$ cat config.mk
export PLATFORM = sky130hd
export DESIGN_NAME = ksia_alu
export DESIGN_NICKNAME = d
export VERILOG_FILES = /design/src/design/kirchhoff_surface_integral_accumulator_unit_defines.svh /design/src/design/ksia_pkg.sv /design/src/design/ksia_alu.sv
export SDC_FILE = /design/constraint.sdc
export NUM_CORES = 2
export LEC_CHECK = 0
export BUFFER_PORTS_ARGS = -buffer_cell sky130_fd_sc_hd__buf_4
export CAP_MARGIN = 20
export CORE_UTILIZATION = 40
export DETAILED_ROUTE_END_ITERATION = 10
export HOLD_SLACK_MARGIN = 0.12
export RECOVER_POWER = 25
export SLEW_MARGIN = 40
export SYNTH_ARGS = -nofsm -noshare
export SYNTH_HDL_FRONTEND = slang
export SYNTH_SLANG_ARGS = --single-unit
$ cat constraint.sdc
create_clock -name clk_i -period 10.3 [get_ports clk_i]
set_input_delay 0.515 -clock clk_i [delete_from_list [all_inputs] [get_ports clk_i]]
set_output_delay 0.515 -clock clk_i [all_outputs]
set_load 0.05 [all_outputs]
$ cat src/design/kirchhoff_surface_integral_accumulator_unit_defines.svh
// Assertion helpers, clocked on clk_i and held off during reset.
`ifndef KIRCHHOFF_SURFACE_INTEGRAL_ACCUMULATOR_UNIT_DEFINES_SVH
`define KIRCHHOFF_SURFACE_INTEGRAL_ACCUMULATOR_UNIT_DEFINES_SVH

// Same-cycle implication.
`define KSIA_ASSERT_NOW(lbl, ante, cons, msg) \
  lbl: assert property (@(posedge clk_i) disable iff (!rst_ni) (ante) |-> (cons)) \
    else $error(msg);

// Next-cycle implication.
`define KSIA_ASSERT_NEXT(lbl, ante, cons, msg) \
  lbl: assert property (@(posedge clk_i) disable iff (!rst_ni) (ante) |=> (cons)) \
    else $error(msg);

`endif

$ cat src/design/ksia_pkg.sv
package ksia_pkg;

  localparam int FRAC_BITS  = 32;
  localparam int COUNT_BITS = 24;

  // Divider runs over the shifted numerator, square root over 64 result bits.
  localparam int ALU_NW = 64 + FRAC_BITS;
  localparam int ALU_CW = $clog2(ALU_NW);

  localparam logic [63:0] K_RAW = 64'hA2F9836E4E441529;
  localparam logic [63:0] K_RND = (K_RAW + (64'd1 << (66 - FRAC_BITS))) >> (67 - FRAC_BITS);
  localparam logic signed [63:0] K_FIX = $signed(K_RND);

  localparam logic signed [63:0] S64_MAX = 64'sh7FFF_FFFF_FFFF_FFFF;
  localparam logic signed [63:0] S64_MIN = 64'sh8000_0000_0000_0000;

  typedef enum logic [1:0] {
    ALU_WMUL,
    ALU_FMUL,
    ALU_DIV,
    ALU_SQRT
  } alu_op_e;

  typedef struct packed {
    logic    start;
    alu_op_e op;
  } alu_req_t;

  typedef struct packed {
    logic busy;
    logic done;
  } alu_rsp_t;

  typedef enum logic [1:0] {
    S_IDLE,
    S_CALC,
    S_FIN
  } state_e;

  typedef enum logic [4:0] {
    ST_SQX, ST_SQY, ST_SQZ, ST_SQRT, ST_RC, ST_CHK,
    ST_DOTX, ST_DOTY, ST_DOTZ, ST_CS,
    ST_PT, ST_PP, ST_PNA, ST_PNB,
    ST_AA, ST_AB, ST_T1,
    ST_T2A, ST_T2B, ST_T2C,
    ST_KM, ST_TERM
  } step_e;

  typedef enum logic [2:0] {
    REG_OBS_X, REG_OBS_Y, REG_OBS_Z, REG_OBS_T,
    REG_INV_C, REG_WIN_START, REG_WIN_END, REG_INV_WLEN
  } reg_idx_e;

  function automatic logic signed [63:0] sadd(input logic signed [63:0] a,
                                              input logic signed [63:0] b);
    logic signed [63:0] s;
    s = a + b;
    if (a[63] == b[63] && s[63] != a[63]) s = a[63] ? S64_MIN : S64_MAX;
    return s;
  endfunction

  function automatic logic signed [63:0] ssub(input logic signed [63:0] a,
                                              input logic signed [63:0] b);
    logic signed [63:0] s;
    s = a - b;
    if (a[63] != b[63] && s[63] != a[63]) s = a[63] ? S64_MIN : S64_MAX;
    return s;
  endfunction

endpackage

$ cat src/design/ksia_alu.sv
module ksia_alu (
  input  logic                 clk_i,
  input  logic                 rst_ni,
  input  ksia_pkg::alu_req_t   req_i,
  input  logic signed [63:0]   a_i,
  input  logic signed [63:0]   b_i,
  input  logic        [127:0]  rad_i,
  output ksia_pkg::alu_rsp_t   rsp_o,
  output logic signed [63:0]   res_o,
  output logic        [127:0]  prod_o
);

  localparam int NW = ksia_pkg::ALU_NW;
  localparam int CW = ksia_pkg::ALU_CW;
  localparam int FB = ksia_pkg::FRAC_BITS;

  logic                busy_q, fin_q;
  ksia_pkg::alu_op_e   op_q;
  logic                neg_q;
  logic [63:0]         ua_q, ub_q;
  logic [127:0]        acc_q, sh_q;
  logic [66:0]         rem_q;
  logic [63:0]         pp_q;
  logic [CW-1:0]       cnt_q;

  logic [63:0]  ma, mb;
  logic [31:0]  fa, fb;
  logic [1:0]   prev;
  logic [127:0] ppv;
  logic [64:0]  dt;
  logic         dge;
  logic [66:0]  st, strial;
  logic         sge;
  logic         last;

  function automatic logic signed [63:0] from_mag(input logic neg, input logic hi_nz,
                                                  input logic [63:0] q, input logic bump);
    logic [63:0] lim;
    logic        sat;
    lim = neg ? 64'h8000_0000_0000_0000 : 64'h7FFF_FFFF_FFFF_FFFF;
    sat = hi_nz || (bump ? (q >= lim) : (q > lim));
    if (sat) return neg ? ksia_pkg::S64_MIN : ksia_pkg::S64_MAX;
    if (!neg) return $signed(q);
    return bump ? $signed(~q) : $signed(-q);
  endfunction

  assign ma = a_i[63] ? 64'(-a_i) : 64'(a_i);
  assign mb = b_i[63] ? 64'(-b_i) : 64'(b_i);

  // Partial product order: lo*lo, lo*hi, hi*lo, hi*hi.
  always_comb begin
    fa = cnt_q[1] ? ua_q[63:32] : ua_q[31:0];
    fb = cnt_q[0] ? ub_q[63:32] : ub_q[31:0];
    prev = 2'(cnt_q - CW'(1));
    case (prev)
      2'd0:    ppv = {64'd0, pp_q};
      2'd3:    ppv = {pp_q, 64'd0};
      default: ppv = {32'd0, pp_q, 32'd0};
    endcase
  end

  assign dt  = {rem_q[63:0], sh_q[127]};
  assign dge = dt >= {1'b0, ub_q};
  assign st     = {rem_q[64:0], sh_q[127:126]};
  assign strial = {1'b0, acc_q[63:0], 2'b01};
  assign sge    = st >= strial;

  always_comb begin
    unique case (op_q)
      ksia_pkg::ALU_DIV:  last = (cnt_q == CW'(NW - 1));
      ksia_pkg::ALU_SQRT: last = (cnt_q == CW'(63));
      default:            last = (cnt_q == CW'(4));
    endcase
  end

  always_ff @(posedge clk_i or negedge rst_ni) begin
    if (!rst_ni) begin
      busy_q <= 1'b0;
      fin_q  <= 1'b0;
      op_q   <= ksia_pkg::ALU_WMUL;
      cnt_q  <= '0;
    end else begin
      fin_q <= 1'b0;
      if (req_i.start && !busy_q) begin
        busy_q <= 1'b1;
        op_q   <= req_i.op;
        cnt_q  <= '0;
      end else if (busy_q) begin
        cnt_q <= cnt_q + CW'(1);
        if (last) begin
          busy_q <= 1'b0;
          fin_q  <= 1'b1;
        end
      end
    end
  end

  always_ff @(posedge clk_i) begin
    if (req_i.start && !busy_q) begin
      ua_q  <= ma;
      ub_q  <= mb;
      neg_q <= (req_i.op == ksia_pkg::ALU_DIV) ? a_i[63] : (a_i[63] ^ b_i[63]);
      acc_q <= '0;
      rem_q <= '0;
      sh_q  <= (req_i.op == ksia_pkg::ALU_SQRT) ? rad_i : {ma, 64'd0};
    end else if (busy_q) begin
      unique case (op_q)
        ksia_pkg::ALU_DIV: begin
          rem_q <= {3'd0, dge ? 64'(dt - {1'b0, ub_q}) : dt[63:0]};
          acc_q <= {acc_q[126:0], dge};
          sh_q  <= {sh_q[126:0], 1'b0};
        end
        ksia_pkg::ALU_SQRT: begin
          rem_q <= sge ? (st - strial) : st;
          acc_q <= {acc_q[126:0], sge};
          sh_q  <= {sh_q[125:0], 2'b00};
        end
        default: begin
          if (cnt_q < CW'(4)) pp_q <= fa * fb;
          if (cnt_q != '0) acc_q <= acc_q + ppv;
        end
      endcase
    end
  end

  always_comb begin
    unique case (op_q)
      ksia_pkg::ALU_DIV:
        res_o = from_mag(neg_q, |acc_q[127:64], acc_q[63:0], neg_q && (rem_q != '0));
      ksia_pkg::ALU_SQRT:
        res_o = $signed(acc_q[63:0]);
      default:
        res_o = from_mag(neg_q, |acc_q[127:64+FB], acc_q[63+FB:FB],
                         neg_q && (|acc_q[FB-1:0]));
    endcase
  end

  assign prod_o     = acc_q;
  assign rsp_o.busy = busy_q;
  assign rsp_o.done = fin_q;

endmodule

==> flow_metrics.py <==
metrics = {
    "sta": {
        "tightest_slew_ps": 3180,
        "finalSetupTns_ps": 0,
        "setup_ws_ps": 486,
        "slew_headroom_pct": -112,
        "fmax_ghz": 0.102,
        "post-route-min-period_ps": 9810,
        "post-route-period-util_pct": 95.3,
        "rsz0062_at_grt": "no",
        "hold_viol_final": 0,
        "skew_ps": 77.1,
        "final_max_slew_viol_count": 281,
        "setup_viol": 0,
        "holdWs_ps": 149,
    },
    "floorplanning": {
        "row_count": 167,
        "die-width_um": 458,
        "ioPinCount": 455,
        "coreArea_sq_um": 207000,
        "dieArea_sq_um": 210000,
        "start_util_pct": 40.2,
        "dieHeight_um": 458,
    },
    "place": {
        "dp_hpwl_mm": 330,
        "place_area_sq_um": 90400,
        "place_ws_ps": 528,
        "gp_congestion": 1.07,
        "numPortBuffers": 454,
    },
    "grt": {
        "grt-ovfl-total": 0,
        "antenna_found_initial": 32,
        "grt_pass1_vias": 80600,
        "grt_pass1_wl_mm": 585,
        "grt_max_degree": 170,
        "grt_use_total_pct": 38.5,
    },
    "worst_setup_path": {
        "arrival_ps": 10280,
        "slowest_delay_ps": 960,
        "cp_slowest_cell": "dfrtp_4",
        "cp.required_ps": 10760,
        "cp-start-kind": "flip-flop",
        "cp-end-kind": "flip-flop",
        "critPathKind": "reg2reg",
        "crit_fanout": 38,
        "cpMostUsedCell": "fa_1",
    },
    "detailed_routing": {
        "first_pass_iters": 7,
        "dr.first_iter.drc_count": 9171,
        "ant_nets": 0,
        "wire_per_inst_um": 30.8,
        "routed_via_density": 6.17,
        "routed_wl_mm": 413,
        "num_vias": 82800,
        "remaining_drc_errors": 0,
    },
    "clock_tree": {
        "ctsLongestPathBuffers": 3,
        "htreeDepth": 3,
        "cts-root-buf": "clkbuf_16",
        "cts_made_buffers": 73,
        "path_clk_slew_ps": 60,
        "cts_setup_buffers": 0,
        "holdBufCountCts": 47,
        "cts_tree": "yes",
        "cts.sinks": 527,
        "ctsResizeCount": 0,
        "clk_latency_ps": 750,
    },
    "cells_and_area": {
        "finalNetCount": 12400,
        "syn_to_final_growth_pct": 11.7,
        "drive_gt1_share_pct": 8.46,
        "final_cell_area_sq_um": 92900,
    },
    "synth": {
        "syn_inst": 10400,
        "syn_area_sq_um": 83200,
        "ys.warnings.count": 0,
        "avgSynthCellArea_sq_um": 7.99,
        "synth-seq-area-share_pct": 16.6,
        "synth_edf_count": 321,
        "synth_seq_cells": 527,
        "ys.flop_type": "edfxtp_1",
        "synth_fp_nets": 12200,
        "synthArstFlopShare_pct": 2.09,
        "synth_cell_type_count": 93,
    },
    "min_path": {
        "hp-class": "in2reg",
    },
    "outcome": {
        "status": "finished with violations",
        "violations": "max-capacitance violations, max-slew violations",
    },
    "flow_run": {
        "max-cap-violations": 6,
    },
}
-- cell type report --
| class | count | area [sq um] |
|---|---|---|
| Inverter | 1156 | 4350 |
| Tap cell | 2704 | 3380 |
| Fill cell | 20800 | 114000 |
| Timing Repair Buffer | 771 | 5660 |
| Clock inverter | 32 | 427 |
| Clock buffer | 99 | 2000 |
| Antenna cell | 18 | 45.0 |
| Multi-Input combinational cell | 8101 | 63200 |
| Sequential cell | 527 | 13800 |
-- logic make-up after synthesis --
| family | after synthesis | synth area share, % |
|---|---|---|
| adder cells (fa/ha/maj) | 1524 | 31.0 |
| multiplexers | 147 | 1.84 |
| buffers and inverters | 1781 | 8.05 |
| AND/OR/NAND/NOR | 3387 | 18.2 |
| AO/OA/AOI/OAI | 2603 | 19.7 |
| flip-flops | 527 | 16.6 |
| XOR/XNOR | 440 | 4.63 |
-- final timing paths --
check	startpoint	endpoint	slack, ps	cells after the start
worst max-delay path	cnt_q[1]	pp_q[60]	490	28
worst min-delay path	b_i[60]	ub_q[60]	150	2
worst max register to register	cnt_q[1]	pp_q[60]	490	28
worst min register to register	rem_q[66]	rem_q[66]	510	2
max in group asynchronous	rst_ni	cnt_q[1]	8500	2
min in group asynchronous	rst_ni	cnt_q[6]	700	2
-- placed cells by master (no fill, tap or decap), types with 30 or more instances in the layout --
cell type,Yosys,routed
nand2_1,1341,1339
inv_1,1153,1150
nor2_1,1042,1037
fa_1,898,898
a21oi_1,762,758
ha_1,626,624
o21ai_0,590,585
buf_4,2,565
edfxtp_1,321,321
xnor2_1,310,310
a21o_1,256,256
dfxtp_1,195,195
nand4_1,164,164
clkbuf_1,574,155
a31oi_1,146,145
nor3_1,134,133
nand3_1,131,131
xor2_1,130,130
nand2b_1,109,109
o211ai_1,106,106
and2_1,101,99
o21bai_1,96,96
a211oi_1,98,95
and3_1,82,82
o31ai_1,76,75
clkbuf_16,0,75
or3_1,69,69
mux2i_1,102,69
nor4_1,68,66
dlygate4sd3_1,0,47
o21a_1,47,46
mux2_2,45,45
a32o_1,36,36
nor2b_1,32,32
or2_2,31,31
o22ai_1,32,31
a221oi_1,30,30
-- registers in the layout, indices dropped and copies added, names as in the netlist --
register / cells
ub_q: 64
ua_q: 64
fin_q: 1
neg_q: 1
pp_q: 64
sh_q: 128
cnt_q: 7
prod_o: 128
busy_q: 1
rem_q: 67
op_q: 2
-- metrics by stage --
stage	cells	utilization (%)
2_1_floorplan	10400	-
3_3_place_gp	13200	43.6
3_5_place_dp	13200	43.7
4_1_cts	13400	45.1
5_1_grt	13400	44.9
6_report	13400	44.9
-- synthesized netlist by cell type (all sizes together), types with 34 or more instances --
| master | count | area share [%] |
|---|---|---|
| a211oi | 98 | 0.88 |
| a21boi | 45 | 0.41 |
| a21o | 256 | 2.3 |
| a21oi | 762 | 4.6 |
| a31oi | 146 | 1.1 |
| a32o | 36 | 0.43 |
| and2 | 102 | 0.77 |
| and3 | 82 | 0.62 |
| buf | 51 | 0.24 |
| clkbuf | 574 | 2.6 |
| dfxtp | 195 | 4.7 |
| edfxtp | 321 | 12 |
| fa | 898 | 22 |
| ha | 626 | 9.4 |
| inv | 1154 | 5.2 |
| mux2 | 45 | 0.61 |
| mux2i | 102 | 1.2 |
| nand2 | 1341 | 6.0 |
| nand2b | 109 | 0.82 |
| nand3 | 133 | 0.82 |
| nand4 | 164 | 1.2 |
| nor2 | 1043 | 4.7 |
| nor3 | 135 | 0.83 |
| nor4 | 70 | 0.55 |
| o211ai | 106 | 0.96 |
| o21a | 47 | 0.42 |
| o21ai | 617 | 3.7 |
| o21bai | 96 | 0.87 |
| o31ai | 77 | 0.70 |
| or3 | 69 | 0.52 |
| or4 | 34 | 0.33 |
| xnor2 | 310 | 3.3 |
| xor2 | 130 | 1.4 |
-- critical path, delay by kind of cell, from the launching register on --
family / cells / cell delay (ps)
and+or+nand+nor: 3 / 450
AOI/OAI and AO/OA: 9 / 2450
xor gates and xnor gates: 1 / 140
buffers and inverters: 5 / 540
adders and majority gates: 9 / 4120
muxes: 1 / 830
DFF: 1 / 960
-- metal layers --
layer	vias to the layer above	routed length (um)	track usage, %
li1	36000	-	-
met1	40800	156000	47.0
met2	4710	181000	59.8
met3	1232	35900	7.51
met4	14	39400	29.8
met5	-	99	0
Power is not shown: default switching activity piles up to over one toggle a cycle in this logic, so the estimate is an artifact.
